===== config.mk =====
export PLATFORM = sky130hd
export DESIGN_NAME = key_frame_search_flat
export DESIGN_NICKNAME = d
export VERILOG_FILES = /design/src/rtl/kfs_pkg.sv /design/src/rtl/kfs_if.sv /design/src/rtl/key_frame_search.sv /design/src/rtl/kfs_ram.sv /design/src/rtl/kfs_ctrl.sv /design/src/rtl/kfs_datapath.sv /design/src/flat_wrapper.sv
export VERILOG_INCLUDE_DIRS = /design/src /design/src/rtl
export SDC_FILE = /design/constraint.sdc
export NUM_CORES = 2
export LEC_CHECK = 0
export BUFFER_PORTS_ARGS = -buffer_cell sky130_fd_sc_hd__clkbuf_2
export CORE_MARGIN = 3
export CORE_UTILIZATION = 35
export DETAILED_ROUTE_END_ITERATION = 10
export PLACE_DENSITY = 0.48
export SLEW_MARGIN = 10
export SYNTH_ARGS = -nofsm -noshare
export SYNTH_HDL_FRONTEND = slang
export SYNTH_SLANG_ARGS = --single-unit

===== constraint.sdc =====
create_clock -name clock -period 8.6 [get_ports clock]
set_input_delay 0 -clock clock [delete_from_list [all_inputs] [get_ports clock]]
set_output_delay 0 -clock clock [all_outputs]
set_load 0.05 [all_outputs]

===== src/rtl/key_frame_search_macros.svh =====
// Assertion macros shared by the key-frame search RTL.
`ifndef KEY_FRAME_SEARCH_MACROS_SVH
`define KEY_FRAME_SEARCH_MACROS_SVH

`ifndef SYNTHESIS
// Same-cycle implication: cons must hold whenever ante holds.
`define KFS_ASSERT_IMPLY(name, clk, rst, ante, cons) \
   name: assert property (@(posedge clk) disable iff (rst) (ante) |-> (cons)) \
      else $error("key_frame_search: same-cycle check failed");
// Next-cycle implication: cons must hold in the cycle after ante.
`define KFS_ASSERT_NEXT(name, clk, rst, ante, cons) \
   name: assert property (@(posedge clk) disable iff (rst) (ante) |=> (cons)) \
      else $error("key_frame_search: next-cycle check failed");
`else
`define KFS_ASSERT_IMPLY(name, clk, rst, ante, cons)
`define KFS_ASSERT_NEXT(name, clk, rst, ante, cons)
`endif

`endif


===== src/rtl/kfs_pkg.sv =====
// Shared constants, codes, controller/datapath structs and bit search functions.
package kfs_pkg;

   localparam int MAX_FRAMES = 4096;
   localparam int FRAME_W    = 13;
   localparam int MODE_W     = 2;
   localparam int IDX_W      = $clog2(MAX_FRAMES);
   localparam int WORD_W     = 64;
   localparam int BIT_W      = $clog2(WORD_W);
   localparam int WORDS      = MAX_FRAMES / WORD_W;
   localparam int ADDR_W     = IDX_W - BIT_W;

   localparam logic KIND_LOAD  = 1'b0;
   localparam logic KIND_QUERY = 1'b1;

   localparam logic [MODE_W-1:0] MODE_PREVIOUS = 2'd0;
   localparam logic [MODE_W-1:0] MODE_NEXT     = 2'd1;
   localparam logic [MODE_W-1:0] MODE_NEAREST  = 2'd2;

   // word pointer operations
   localparam logic [1:0] WP_HOLD = 2'd0;
   localparam logic [1:0] WP_DEC  = 2'd1;
   localparam logic [1:0] WP_INC  = 2'd2;
   localparam logic [1:0] WP_Q    = 2'd3;

   // result selection
   localparam logic [1:0] RES_ZERO = 2'd0;
   localparam logic [1:0] RES_SELF = 2'd1;
   localparam logic [1:0] RES_SCAN = 2'd2;

   typedef struct packed {
      logic       capture;
      logic [1:0] wp_op;
      logic       ram_we;
      logic       dn_capture;
      logic       up_capture;
      logic       push;
      logic [1:0] res_sel;
   } kfs_cmd_type;

   typedef struct packed {
      logic              is_query;
      logic              load_ok;
      logic              query_ok;
      logic              self_hit;
      logic              skip;
      logic [MODE_W-1:0] mode;
      logic              dn_hit;
      logic              dn_end;
      logic              up_hit;
      logic              up_end;
      logic              out_busy;
   } kfs_sts_type;

   // Index of the highest set bit, by halving the window.
   function automatic logic [BIT_W-1:0] top_bit(input logic [WORD_W-1:0] w);
      logic [WORD_W-1:0] v;
      logic [BIT_W-1:0]  pos;
      v   = w;
      pos = '0;
      for (int k = BIT_W - 1; k >= 0; k--) begin
         if ((v >> (1 << k)) != '0) begin
            pos[k] = 1'b1;
            v      = v >> (1 << k);
         end
      end
      return pos;
   endfunction

   // Index of the lowest set bit, by halving the window.
   function automatic logic [BIT_W-1:0] bottom_bit(input logic [WORD_W-1:0] w);
      logic [WORD_W-1:0] v;
      logic [BIT_W-1:0]  pos;
      v   = w;
      pos = '0;
      for (int k = BIT_W - 1; k >= 0; k--) begin
         if ((v & ({WORD_W{1'b1}} >> (WORD_W - (1 << k)))) == '0) begin
            pos[k] = 1'b1;
            v      = v >> (1 << k);
         end
      end
      return pos;
   endfunction

endpackage


===== src/rtl/kfs_if.sv =====
// Valid/ready channel interfaces for the request and response sides.
interface kfs_req_if;
   import kfs_pkg::*;
   logic              valid;
   logic              ready;
   logic              kind;
   logic [FRAME_W-1:0] frame_number;
   logic              key_flag;
   logic [MODE_W-1:0] search_mode;
   logic              skip_equal;

   modport source (output valid, kind, frame_number, key_flag, search_mode, skip_equal,
                   input ready);
   modport sink   (input valid, kind, frame_number, key_flag, search_mode, skip_equal,
                   output ready);
endinterface

interface kfs_rsp_if;
   import kfs_pkg::*;
   logic               valid;
   logic               ready;
   logic [FRAME_W-1:0] found_frame;

   modport source (output valid, found_frame, input ready);
   modport sink   (input valid, found_frame, output ready);
endinterface


===== src/rtl/key_frame_search.sv =====
// Top level of the key-frame search block: controller, datapath and flag memory.
//
// Usage:
//   req_if  : valid/ready request channel. kind = load writes key_flag for the
//             one-based frame_number; kind = query searches from frame_number
//             in search_mode (previous, next, nearest), honoring skip_equal.
//   rsp_if  : valid/ready response channel, one transfer per query carrying
//             found_frame (0 when nothing is found). Loads produce no transfer.
//   csr_wr_en / csr_wr_data : write frame_count while the block is idle.
// Controller states after the request transfer, up to the response register:
//   load                 : DISPATCH, LOAD (valid frames only), then IDLE
//   invalid frame        : DISPATCH, then DONE
//   queried frame is key : DISPATCH, EQ, DONE
//   previous / next      : DISPATCH, EQ, DOWN or UP over 1 to 64 words, DONE
//   nearest              : DISPATCH, EQ, DOWN words, UP_FILL, UP words, DONE
// The scan reads one 64-flag word per cycle from the flag memory read port;
// that memory port sets the throughput. One item is handled at a time.
// Reset clears the control state and frame_count; the flag memory is not
// cleared, so only loaded flags are meaningful. A stalled receiver holds the
// response register; a new request is still taken, and its result waits.
module key_frame_search (
   input  logic                        clock,
   input  logic                        reset,
   kfs_req_if.sink                     req_if,
   kfs_rsp_if.source                   rsp_if,
   input  logic                        csr_wr_en,
   input  logic [kfs_pkg::FRAME_W-1:0] csr_wr_data
);
   import kfs_pkg::*;

   kfs_cmd_type       cmd;
   kfs_sts_type       sts;
   logic              ram_wr_en;
   logic [ADDR_W-1:0] ram_wr_addr;
   logic [WORD_W-1:0] ram_wr_data;
   logic [ADDR_W-1:0] ram_rd_addr;
   logic [WORD_W-1:0] ram_rd_data;
   logic              req_ready;

   assign req_if.ready = req_ready;

   // Sequencer: decides each step from the datapath status.
   kfs_ctrl u_ctrl (
      .clock     (clock),
      .reset     (reset),
      .req_valid (req_if.valid),
      .req_ready (req_ready),
      .sts       (sts),
      .cmd       (cmd)
   );

   // Datapath: captures the request, walks the flag words, holds the response.
   kfs_datapath u_datapath (
      .clock            (clock),
      .reset            (reset),
      .req_kind         (req_if.kind),
      .req_frame_number (req_if.frame_number),
      .req_key_flag     (req_if.key_flag),
      .req_search_mode  (req_if.search_mode),
      .req_skip_equal   (req_if.skip_equal),
      .rsp_ready        (rsp_if.ready),
      .rsp_valid        (rsp_if.valid),
      .rsp_found_frame  (rsp_if.found_frame),
      .csr_wr_en        (csr_wr_en),
      .csr_wr_data      (csr_wr_data),
      .ram_wr_en        (ram_wr_en),
      .ram_wr_addr      (ram_wr_addr),
      .ram_wr_data      (ram_wr_data),
      .ram_rd_addr      (ram_rd_addr),
      .ram_rd_data      (ram_rd_data),
      .cmd              (cmd),
      .sts              (sts)
   );

   // Key flags, one word of 64 frames per address; loads read-modify-write.
   kfs_ram #(
      .WIDTH (WORD_W),
      .DEPTH (WORDS)
   ) u_flag_ram (
      .clock   (clock),
      .wr_en   (ram_wr_en),
      .wr_addr (ram_wr_addr),
      .wr_data (ram_wr_data),
      .rd_addr (ram_rd_addr),
      .rd_data (ram_rd_data)
   );
endmodule


===== src/rtl/kfs_ram.sv =====
// Generic single-write, single-read RAM with registered read data.
module kfs_ram #(
   parameter int WIDTH = 64,
   parameter int DEPTH = 64
) (
   input  logic                     clock,
   input  logic                     wr_en,
   input  logic [$clog2(DEPTH)-1:0] wr_addr,
   input  logic [WIDTH-1:0]         wr_data,
   input  logic [$clog2(DEPTH)-1:0] rd_addr,
   output logic [WIDTH-1:0]         rd_data
);
   logic [WIDTH-1:0] mem [DEPTH];
   logic [WIDTH-1:0] rd_data_ff;

   always_ff @(posedge clock) begin
      if (wr_en) begin
         mem[wr_addr] <= wr_data;
      end
      rd_data_ff <= mem[rd_addr];
   end

   assign rd_data = rd_data_ff;
endmodule


===== src/rtl/kfs_ctrl.sv =====
// Sequencer for loads, equality check and the downward/upward flag scans.
`include "key_frame_search_macros.svh"
module kfs_ctrl (
   input  logic                 clock,
   input  logic                 reset,
   input  logic                 req_valid,
   output logic                 req_ready,
   input  kfs_pkg::kfs_sts_type sts,
   output kfs_pkg::kfs_cmd_type cmd
);
   import kfs_pkg::*;

   localparam logic [2:0] ST_IDLE     = 3'd0;
   localparam logic [2:0] ST_DISPATCH = 3'd1;
   localparam logic [2:0] ST_LOAD     = 3'd2;
   localparam logic [2:0] ST_EQ       = 3'd3;
   localparam logic [2:0] ST_DOWN     = 3'd4;
   localparam logic [2:0] ST_UP_FILL  = 3'd5;
   localparam logic [2:0] ST_UP       = 3'd6;
   localparam logic [2:0] ST_DONE     = 3'd7;

   logic [2:0] state_ff, state_in;
   logic [1:0] sel_ff, sel_in;

   assign req_ready = (state_ff == ST_IDLE);

   always_comb begin
      cmd      = '0;
      state_in = state_ff;
      sel_in   = sel_ff;
      case (state_ff)
         ST_IDLE: begin
            if (req_valid) begin
               cmd.capture = 1'b1;
               state_in    = ST_DISPATCH;
            end
         end
         ST_DISPATCH: begin
            if (!sts.is_query) begin
               state_in = sts.load_ok ? ST_LOAD : ST_IDLE;
            end else if (!sts.query_ok) begin
               sel_in   = RES_ZERO;
               state_in = ST_DONE;
            end else begin
               state_in = ST_EQ;
            end
         end
         ST_LOAD: begin
            cmd.ram_we = 1'b1;
            state_in   = ST_IDLE;
         end
         ST_EQ: begin
            if (!sts.skip && sts.self_hit) begin
               sel_in   = RES_SELF;
               state_in = ST_DONE;
            end else begin
               case (sts.mode)
                  MODE_PREVIOUS, MODE_NEAREST: begin
                     cmd.wp_op = WP_DEC;
                     state_in  = ST_DOWN;
                  end
                  MODE_NEXT: begin
                     cmd.wp_op = WP_INC;
                     state_in  = ST_UP;
                  end
                  default: begin
                     sel_in   = RES_ZERO;
                     state_in = ST_DONE;
                  end
               endcase
            end
         end
         ST_DOWN: begin
            cmd.dn_capture = sts.dn_hit;
            if (sts.dn_hit || sts.dn_end) begin
               if (sts.mode == MODE_NEAREST) begin
                  // rewind to the query word for the upward half
                  cmd.wp_op = WP_Q;
                  state_in  = ST_UP_FILL;
               end else begin
                  sel_in   = RES_SCAN;
                  state_in = ST_DONE;
               end
            end else begin
               cmd.wp_op = WP_DEC;
            end
         end
         ST_UP_FILL: begin
            cmd.wp_op = WP_INC;
            state_in  = ST_UP;
         end
         ST_UP: begin
            cmd.up_capture = sts.up_hit;
            if (sts.up_hit || sts.up_end) begin
               sel_in   = RES_SCAN;
               state_in = ST_DONE;
            end else begin
               cmd.wp_op = WP_INC;
            end
         end
         ST_DONE: begin
            if (!sts.out_busy) begin
               cmd.push    = 1'b1;
               cmd.res_sel = sel_ff;
               state_in    = ST_IDLE;
            end
         end
         default: begin
            state_in = ST_IDLE;
         end
      endcase
   end

   always_ff @(posedge clock) begin
      if (reset) begin
         state_ff <= ST_IDLE;
         sel_ff   <= RES_ZERO;
      end else begin
         state_ff <= state_in;
         sel_ff   <= sel_in;
      end
   end

   `KFS_ASSERT_NEXT(a_capture_dispatch, clock, reset, cmd.capture, state_ff == ST_DISPATCH)
   `KFS_ASSERT_NEXT(a_done_exit, clock, reset, state_ff == ST_DONE, (state_ff == ST_DONE) || (state_ff == ST_IDLE))
   `KFS_ASSERT_NEXT(a_load_then_idle, clock, reset, cmd.ram_we, req_ready && !cmd.push)
endmodule


===== src/rtl/kfs_datapath.sv =====
// Field registers, word pointer, masked priority search and response register.
`include "key_frame_search_macros.svh"
module kfs_datapath (
   input  logic                         clock,
   input  logic                         reset,
   input  logic                         req_kind,
   input  logic [kfs_pkg::FRAME_W-1:0]  req_frame_number,
   input  logic                         req_key_flag,
   input  logic [kfs_pkg::MODE_W-1:0]   req_search_mode,
   input  logic                         req_skip_equal,
   input  logic                         rsp_ready,
   output logic                         rsp_valid,
   output logic [kfs_pkg::FRAME_W-1:0]  rsp_found_frame,
   input  logic                         csr_wr_en,
   input  logic [kfs_pkg::FRAME_W-1:0]  csr_wr_data,
   output logic                         ram_wr_en,
   output logic [kfs_pkg::ADDR_W-1:0]   ram_wr_addr,
   output logic [kfs_pkg::WORD_W-1:0]   ram_wr_data,
   output logic [kfs_pkg::ADDR_W-1:0]   ram_rd_addr,
   input  logic [kfs_pkg::WORD_W-1:0]   ram_rd_data,
   input  kfs_pkg::kfs_cmd_type         cmd,
   output kfs_pkg::kfs_sts_type         sts
);
   import kfs_pkg::*;

   localparam logic [WORD_W-1:0]  ONES      = '1;
   localparam logic [WORD_W-1:0]  BIT0      = WORD_W'(1);
   localparam logic [FRAME_W-1:0] MAX_COUNT = FRAME_W'(MAX_FRAMES);
   localparam logic [FRAME_W-1:0] ONE_F     = FRAME_W'(1);

   logic               kind_ff, kind_in;
   logic [FRAME_W-1:0] frame_ff, frame_in;
   logic               flag_ff, flag_in;
   logic [MODE_W-1:0]  mode_ff, mode_in;
   logic               skip_ff, skip_in;
   logic [IDX_W-1:0]   q_ff, q_in;
   logic [ADDR_W-1:0]  wp_ff, wp_in;
   logic [ADDR_W-1:0]  rp_ff, rp_in;
   logic [IDX_W-1:0]   p_ff, p_in;
   logic               p_valid_ff, p_valid_in;
   logic [IDX_W-1:0]   n_ff, n_in;
   logic               n_valid_ff, n_valid_in;
   logic               rsp_valid_ff, rsp_valid_in;
   logic [FRAME_W-1:0] rsp_found_ff, rsp_found_in;
   logic [FRAME_W-1:0] frame_count_ff, frame_count_in;

   logic [FRAME_W-1:0] count_eff;
   logic [FRAME_W-1:0] last_full;
   logic [IDX_W-1:0]   last_idx;
   logic [FRAME_W-1:0] req_q_full;
   logic [ADDR_W-1:0]  q_word;
   logic [BIT_W-1:0]   q_bit;
   logic [ADDR_W-1:0]  last_word;
   logic [BIT_W-1:0]   last_bit;
   logic [WORD_W-1:0]  dn_seed;
   logic [WORD_W-1:0]  dn_masked;
   logic [WORD_W-1:0]  up_lo_mask;
   logic [WORD_W-1:0]  up_hi_mask;
   logic [WORD_W-1:0]  up_masked;
   logic [BIT_W-1:0]   dn_pos;
   logic [BIT_W-1:0]   up_pos;
   logic               load_ok;
   logic [IDX_W-1:0]   dist_dn;
   logic [IDX_W-1:0]   dist_up;
   logic               take_dn;
   logic [IDX_W-1:0]   scan_idx;
   logic [FRAME_W-1:0] scan_frame;
   logic [FRAME_W-1:0] result;

   // frame_count above the table size acts as the table size
   assign count_eff  = (frame_count_ff > MAX_COUNT) ? MAX_COUNT : frame_count_ff;
   assign last_full  = count_eff - ONE_F;
   assign last_idx   = last_full[IDX_W-1:0];
   assign last_word  = last_idx[IDX_W-1:BIT_W];
   assign last_bit   = last_idx[BIT_W-1:0];
   assign req_q_full = req_frame_number - ONE_F;
   assign q_word     = q_ff[IDX_W-1:BIT_W];
   assign q_bit      = q_ff[BIT_W-1:0];

   assign load_ok = (frame_ff != '0) && (frame_ff <= MAX_COUNT);

   // Downward search: bits below the query in its own word; previous mode
   // treats frame 1 as a key frame so it is the fallback.
   assign dn_seed   = ((rp_ff == '0) && (mode_ff == MODE_PREVIOUS)) ? BIT0 : '0;
   assign dn_masked = (ram_rd_data | dn_seed) & ((rp_ff == q_word) ? ~(ONES << q_bit) : ONES);
   assign dn_pos    = top_bit(dn_masked);

   // Upward search: bits above the query, up to the last counted frame.
   assign up_lo_mask = (rp_ff == q_word) ? ((ONES << q_bit) << 1) : ONES;
   assign up_hi_mask = (rp_ff == last_word) ? (ONES >> (~last_bit)) : ONES;
   assign up_masked  = ram_rd_data & up_lo_mask & up_hi_mask;
   assign up_pos     = bottom_bit(up_masked);

   // Nearest pick, ties go downward.
   assign dist_dn    = q_ff - p_ff;
   assign dist_up    = n_ff - q_ff;
   assign take_dn    = p_valid_ff && (!n_valid_ff || (dist_dn <= dist_up));
   assign scan_idx   = take_dn ? p_ff : n_ff;
   assign scan_frame = (p_valid_ff || n_valid_ff) ? (FRAME_W'(scan_idx) + ONE_F) : '0;

   always_comb begin
      case (cmd.res_sel)
         RES_SELF: result = frame_ff;
         RES_SCAN: result = scan_frame;
         default:  result = '0;
      endcase
   end

   always_comb begin
      ram_wr_data        = ram_rd_data;
      ram_wr_data[q_bit] = flag_ff;
   end
   assign ram_wr_en   = cmd.ram_we;
   assign ram_wr_addr = q_word;
   assign ram_rd_addr = wp_ff;

   always_comb begin
      kind_in        = kind_ff;
      frame_in       = frame_ff;
      flag_in        = flag_ff;
      mode_in        = mode_ff;
      skip_in        = skip_ff;
      q_in           = q_ff;
      p_in           = p_ff;
      p_valid_in     = p_valid_ff;
      n_in           = n_ff;
      n_valid_in     = n_valid_ff;
      rp_in          = wp_ff;
      frame_count_in = csr_wr_en ? csr_wr_data : frame_count_ff;

      case (cmd.wp_op)
         WP_DEC:  wp_in = wp_ff - 1'b1;
         WP_INC:  wp_in = wp_ff + 1'b1;
         WP_Q:    wp_in = q_word;
         default: wp_in = wp_ff;
      endcase

      if (cmd.capture) begin
         kind_in    = req_kind;
         frame_in   = req_frame_number;
         flag_in    = req_key_flag;
         mode_in    = req_search_mode;
         skip_in    = req_skip_equal;
         q_in       = req_q_full[IDX_W-1:0];
         wp_in      = req_q_full[IDX_W-1:BIT_W];
         p_valid_in = 1'b0;
         n_valid_in = 1'b0;
      end
      if (cmd.dn_capture) begin
         p_in       = {rp_ff, dn_pos};
         p_valid_in = 1'b1;
      end
      if (cmd.up_capture) begin
         n_in       = {rp_ff, up_pos};
         n_valid_in = 1'b1;
      end

      rsp_found_in = rsp_found_ff;
      rsp_valid_in = rsp_valid_ff;
      if (cmd.push) begin
         rsp_valid_in = 1'b1;
         rsp_found_in = result;
      end else if (rsp_ready) begin
         rsp_valid_in = 1'b0;
      end
   end

   always_ff @(posedge clock) begin
      kind_ff      <= kind_in;
      frame_ff     <= frame_in;
      flag_ff      <= flag_in;
      mode_ff      <= mode_in;
      skip_ff      <= skip_in;
      q_ff         <= q_in;
      wp_ff        <= wp_in;
      rp_ff        <= rp_in;
      p_ff         <= p_in;
      n_ff         <= n_in;
      rsp_found_ff <= rsp_found_in;
      if (reset) begin
         p_valid_ff     <= 1'b0;
         n_valid_ff     <= 1'b0;
         rsp_valid_ff   <= 1'b0;
         frame_count_ff <= '0;
      end else begin
         p_valid_ff     <= p_valid_in;
         n_valid_ff     <= n_valid_in;
         rsp_valid_ff   <= rsp_valid_in;
         frame_count_ff <= frame_count_in;
      end
   end

   assign rsp_valid       = rsp_valid_ff;
   assign rsp_found_frame = rsp_found_ff;

   always_comb begin
      sts          = '0;
      sts.is_query = (kind_ff == KIND_QUERY);
      sts.load_ok  = load_ok;
      sts.query_ok = (frame_ff != '0) && (frame_ff <= count_eff);
      sts.self_hit = ram_rd_data[q_bit];
      sts.skip     = skip_ff;
      sts.mode     = mode_ff;
      sts.dn_hit   = (dn_masked != '0);
      sts.dn_end   = (rp_ff == '0);
      sts.up_hit   = (up_masked != '0);
      sts.up_end   = (rp_ff == last_word);
      sts.out_busy = rsp_valid_ff && !rsp_ready;
   end

   `KFS_ASSERT_IMPLY(a_push_free_slot, clock, reset, cmd.push, !(rsp_valid_ff && !rsp_ready))
   `KFS_ASSERT_IMPLY(a_write_on_load, clock, reset, cmd.ram_we, (kind_ff == KIND_LOAD) && load_ok)
   `KFS_ASSERT_NEXT(a_up_in_range, clock, reset, cmd.up_capture, n_valid_ff && (n_ff > q_ff) && (n_ff <= last_idx))
endmodule

===== src/flat_wrapper.sv =====
// flat-port wrapper written by rule: the top's interface ports become plain ports
module key_frame_search_flat import kfs_pkg::*;
  (clock, reset, csr_wr_en, csr_wr_data, req_if_valid, req_if_kind, req_if_frame_number, req_if_key_flag, req_if_search_mode, req_if_skip_equal, req_if_ready, rsp_if_valid, rsp_if_found_frame, rsp_if_ready);
  kfs_req_if req_if_i ();
  kfs_rsp_if rsp_if_i ();
  input  logic clock;
  input  logic reset;
  input  logic csr_wr_en;
  input  logic [kfs_pkg::FRAME_W-1:0] csr_wr_data;
  input wire logic [$bits(req_if_i.valid)-1:0] req_if_valid;
  input wire logic [$bits(req_if_i.kind)-1:0] req_if_kind;
  input wire logic [$bits(req_if_i.frame_number)-1:0] req_if_frame_number;
  input wire logic [$bits(req_if_i.key_flag)-1:0] req_if_key_flag;
  input wire logic [$bits(req_if_i.search_mode)-1:0] req_if_search_mode;
  input wire logic [$bits(req_if_i.skip_equal)-1:0] req_if_skip_equal;
  output wire logic [$bits(req_if_i.ready)-1:0] req_if_ready;
  output wire logic [$bits(rsp_if_i.valid)-1:0] rsp_if_valid;
  output wire logic [$bits(rsp_if_i.found_frame)-1:0] rsp_if_found_frame;
  input wire logic [$bits(rsp_if_i.ready)-1:0] rsp_if_ready;
  assign req_if_i.valid = req_if_valid;
  assign req_if_i.kind = req_if_kind;
  assign req_if_i.frame_number = req_if_frame_number;
  assign req_if_i.key_flag = req_if_key_flag;
  assign req_if_i.search_mode = req_if_search_mode;
  assign req_if_i.skip_equal = req_if_skip_equal;
  assign req_if_ready = req_if_i.ready;
  assign rsp_if_valid = rsp_if_i.valid;
  assign rsp_if_found_frame = rsp_if_i.found_frame;
  assign rsp_if_i.ready = rsp_if_ready;
  key_frame_search u_core (.clock(clock), .reset(reset), .req_if(req_if_i), .rsp_if(rsp_if_i), .csr_wr_en(csr_wr_en), .csr_wr_data(csr_wr_data));
endmodule

==> summary.md <==
The run finished with clean final reports. Summing all placed instances gives a cell area of 179,000 um2. The port buffer count was 50; the deepest level of the CTS H-tree was 5. After detailed routing, the number of remaining DRC violations is 0. The sequential cells in the finished layout cover a total of 127,000 um2.

The area growth from synthesis to final layout is 14.9%. For the data required time at the worst endpoint, the log shows 9360 ps. The fraction of registers with async set or reset after synthesis works out to 0%. The vias per cell was 5.77. Internal power comes to 43,500 uW. Counting tap cells, the placed design contains a total of 13,900 instances. For the number of DRC violations after detailed-routing iteration 0, the log shows 11,500.

Gates resized during post-CTS repair numbered 0. Clock tree synthesis selected as its root buffer the cell sky130_fd_sc_hd__clkbuf_16. The critical path is of the flip-flop to flip-flop type. The die width was 700 um; the clock latency on the worst-skew pair was 1050 ps. The post-route minimum period came out at 8030 ps.

Setup repair after global routing left no endpoint under its margin. In this run, the combinational gates consume 27.2% of the power. The tools report the initial antenna violation count as 53.

The logs give 7,601 for the synthesized instance count and 8790 ps for the data arrival time at the worst-slack endpoint. The final layout contains routed wiring with a total length of 561,000 um. The synthesized flop and latch total is 4,260. For the clock tree buffer depth, the log shows 4.

The tools report the total nets after synthesis as 7,703. The multi-input combinational cells in the finished layout cover a total of 40,300 um2. The run gives 0 as the remaining antenna violation count. Count of flip-flops with a built-in enable after synthesis: 4,169.

TritonCTS built the clock tree. The total number of vias was 85,700; the areal power density over the cells was 323 nW/um2. The area share of the largest cell type after synthesis was 74.2%; the post-layout total power was 62,700 uW. The wire-length estimate of the detail-placed layout is 300,000 um.

The logs give 75.3% for the register area share after synthesis and 490,000 um2 for the floorplan die area. After layout, the worst path uses 93.4% of the clock period. The logs give 0 for the count of warnings emitted by yosys and 51 for the number of top-level design ports. The die is 700 um tall.

In the post-synthesis netlist, the biggest area contributors are sky130_fd_sc_hd__edfxtp_1, sky130_fd_sc_hd__mux4_2, sky130_fd_sc_hd__dfxtp_1. The initial utilization of the core area, before any placement, comes to 35.2%. After synthesis, the most frequently instantiated cells are sky130_fd_sc_hd__edfxtp_1, sky130_fd_sc_hd__mux4_2, sky130_fd_sc_hd__clkbuf_1. The first detailed-routing pass ran for 6 iterations. For this run, the total global-route usage over all layers was measured as 22.6%. The synthesized netlist contains 94 unique library cells. In the final routed layout, each cell accounts on average for 37.8 um. The total of fill cells in the finished design is 42,200. The dominant synthesized flop cell is sky130_fd_sc_hd__edfxtp_1. Type of the most critical hold path: primary input to flip-flop.

Routability-driven placement finished with a final weighted congestion of 0.935. The first global-routing pass estimated 764,000 um of wire. The mapped cell area is 169,000 um2, and the via count of the first global-routing pass is 87,600. Peak ir drop on the vdd network: 0.344 mV. STA classifies the critical path startpoint as a flip-flop.

The fraction of final layout cells sized beyond drive strength 1 was 29.4%; the switching power share of the total was 30.6%. The logs give 130 for the largest net degree at the start of global routing and 29.8% for the share of power burned in the clock network. For this design the total switching power over the nets is 19,200 uW.

sky130_fd_sc_hd__edfxtp_1 takes more of the synthesized area than any other cell. Hold is met by 83.7 ps. Among all cell types in the netlist, the one instantiated most often is sky130_fd_sc_hd__edfxtp_1. At the pin with the least slew margin, the transition time is 1280 ps. TritonCTS created 443 clock buffers. The tools report the number of rows created at floorplan as 254.

The tools report the clock sink count as 4,260. The tools report the number of nets in the final layout as 8,173. The final sum of negative setup slack is 0 ps.

The number of setup violations in the final report came out at 0. The worst pin sits at a relative slew slack of 14.5%. Maximum clock frequency: 0.124 GHz. The run gives 0 as the total count of max-transition violations in the final report.

The count of final hold-check violations came out at 0. Of all nets on the critical path, the largest fanout is 13. On the final layout, the worst clock skew is 105 ps.

The finished layout holds 14,800 standard cells, fillers aside. The logs give 479,000 um2 for the placeable core region and 0 for the residual overflow from global routing. Share of total power in sequential cells: 43.0%.

The clock transition at the register clock pins on the worst setup and hold paths after CTS is 60 ps, and the area of all placed cells without fillers is 194,000 um2. For the max-cap check violation count, the log shows 0. Element type at the critical path end: a flip-flop. Dividing the synthesized area by the synthesized cell count gives 22.2 um2. In this run the static leakage power is 0.0598 uW.
## critical path: stages, from the launching register on
cell                       delay [ps]
sky130_fd_sc_hd__dfxtp_1          410
sky130_fd_sc_hd__or4_4            560
sky130_fd_sc_hd__o31a_1           330
sky130_fd_sc_hd__or4_1            410
sky130_fd_sc_hd__a211oi_2         670
sky130_fd_sc_hd__nand3_1          660
sky130_fd_sc_hd__o221a_2          510
sky130_fd_sc_hd__nor4_1           450
sky130_fd_sc_hd__nand4b_1         360
sky130_fd_sc_hd__nor4_1           740
sky130_fd_sc_hd__nor4b_1          710
sky130_fd_sc_hd__or2_2            250
sky130_fd_sc_hd__ha_1             180
sky130_fd_sc_hd__inv_1            120
sky130_fd_sc_hd__ha_1             300
sky130_fd_sc_hd__a21o_1           160
sky130_fd_sc_hd__a21oi_1          210
sky130_fd_sc_hd__o21bai_1          90
sky130_fd_sc_hd__a21oi_1          180
sky130_fd_sc_hd__xnor2_1          140
sky130_fd_sc_hd__nor2_1            70
sky130_fd_sc_hd__a21oi_1          140
sky130_fd_sc_hd__a21oi_1           90
## per-stage QoR
step                utilization [%]  setup WS (ps)
floorplan                         -            507
global placement               37.3            750
detailed placement             37.3            870
CTS                            40.5            837
global route                   40.5            320
finish                         40.5            567
## worst paths after layout
path | cells past startpoint | end | slack, ps | from
setup / recovery | 22 | u_core.u_datapath.ram_rd_addr[5] | 570 | u_core.u_datapath.frame_count_ff[5]
hold / removal | 5 | u_core.u_datapath.q_ff[5] | 80 | req_if_frame_number[2]
setup reg to reg | 22 | u_core.u_datapath.ram_rd_addr[5] | 570 | u_core.u_datapath.frame_count_ff[5]
hold reg to reg | 2 | u_core.u_ctrl.sel_ff[0] | 500 | u_core.u_ctrl.sel_ff[0]
## what timing repair did
action / CTS / global route
endpoints found under the hold margin: 80 / 0
setup buffers: 0 / 0
hold buffers: 101 / 0
## cell usage in the layout (no fill, tap or decap), types with 19 or more instances in the layout
cell type | netlist | routed
sky130_fd_sc_hd__edfxtp_1 | 4169 | 4169
sky130_fd_sc_hd__mux4_2 | 1344 | 1344
sky130_fd_sc_hd__clkbuf_16 | 0 | 448
sky130_fd_sc_hd__buf_4 | 0 | 233
sky130_fd_sc_hd__nand2_1 | 185 | 184
sky130_fd_sc_hd__nor2_1 | 236 | 170
sky130_fd_sc_hd__o21ai_0 | 129 | 129
sky130_fd_sc_hd__clkbuf_1 | 308 | 120
sky130_fd_sc_hd__a21oi_1 | 118 | 118
sky130_fd_sc_hd__dlygate4sd3_1 | 0 | 101
sky130_fd_sc_hd__inv_1 | 92 | 92
sky130_fd_sc_hd__dfxtp_1 | 91 | 91
sky130_fd_sc_hd__clkinv_1 | 3 | 85
sky130_fd_sc_hd__clkinv_2 | 0 | 82
sky130_fd_sc_hd__ha_1 | 63 | 63
sky130_fd_sc_hd__nor2_4 | 0 | 62
sky130_fd_sc_hd__buf_12 | 0 | 62
sky130_fd_sc_hd__mux2_2 | 61 | 55
sky130_fd_sc_hd__nand3_1 | 51 | 51
sky130_fd_sc_hd__clkbuf_2 | 0 | 50
sky130_fd_sc_hd__mux2i_1 | 37 | 37
sky130_fd_sc_hd__xnor2_1 | 34 | 34
sky130_fd_sc_hd__o31ai_1 | 32 | 32
sky130_fd_sc_hd__nand4_1 | 31 | 31
sky130_fd_sc_hd__a22oi_1 | 31 | 31
sky130_fd_sc_hd__o21a_1 | 30 | 30
sky130_fd_sc_hd__nor3_1 | 35 | 28
sky130_fd_sc_hd__a31oi_1 | 26 | 26
sky130_fd_sc_hd__bufinv_16 | 0 | 26
sky130_fd_sc_hd__nor4_1 | 23 | 21
sky130_fd_sc_hd__clkbuf_8 | 0 | 20
sky130_fd_sc_hd__nand2b_1 | 19 | 19
## final cells by class
cell class,count,share of cell area [%]
flip-flops and latches,4260,65.5
repair buffers,446,2.19
clock buffers,588,6.15
diodes,11,0.0142
well taps,6400,4.13
inverters,96,0.186
multi-input cells,2824,20.8
clock inverters,223,1.05
## cells by family after synthesis
logic type | share of synthesized area [%]
buffers and inverters | 1.16
XOR/XNOR | 0.270
flip-flops | 75.3
AND/OR/NAND/NOR | 1.98
AO/OA/AOI/OAI | 2.23
multiplexers | 18.6
adder cells (fa/ha/maj) | 0.509
## sequential cells by signal (all words and copies together) (netlist names), 2 cells and up
name	cells
u_core.u_datapath.mode_ff	2
u_core.u_datapath.p_ff	12
u_core.u_datapath.ram_rd_addr	6
u_core.u_datapath.rp_ff	6
u_core.u_ctrl.sel_ff	2
u_core.u_datapath.frame_count_ff	13
u_core.u_flag_ram.mem	4096
u_core.u_datapath.q_ff	12
u_core.u_ctrl.state_ff	3
u_core.u_datapath.rsp_found_frame	13
u_core.u_flag_ram.rd_data	64
u_core.u_datapath.frame_ff	13
u_core.u_datapath.n_ff	12
## metal layers
layer	vias up	track usage, %	wire length [um]	part of all wire (%)
met5	-	0	85	0.015
met4	12	6.05	16300	2.9
met3	786	3.02	34900	6.2
met2	3432	36.7	270000	48
met1	48100	32.2	240000	43
li1	33400	-	-	-
## power by group through the flow
stage,logic [uW],clock network (uW),registers (uW)
floorplan,11000,0,26800
global placement,17000,0,27300
detailed placement,17200,0,27400
CTS,17200,19100,26900
global route,18100,19900,26900
finish,17100,18700,26900
No activity file was read; power rests on OpenSTA's default activity.
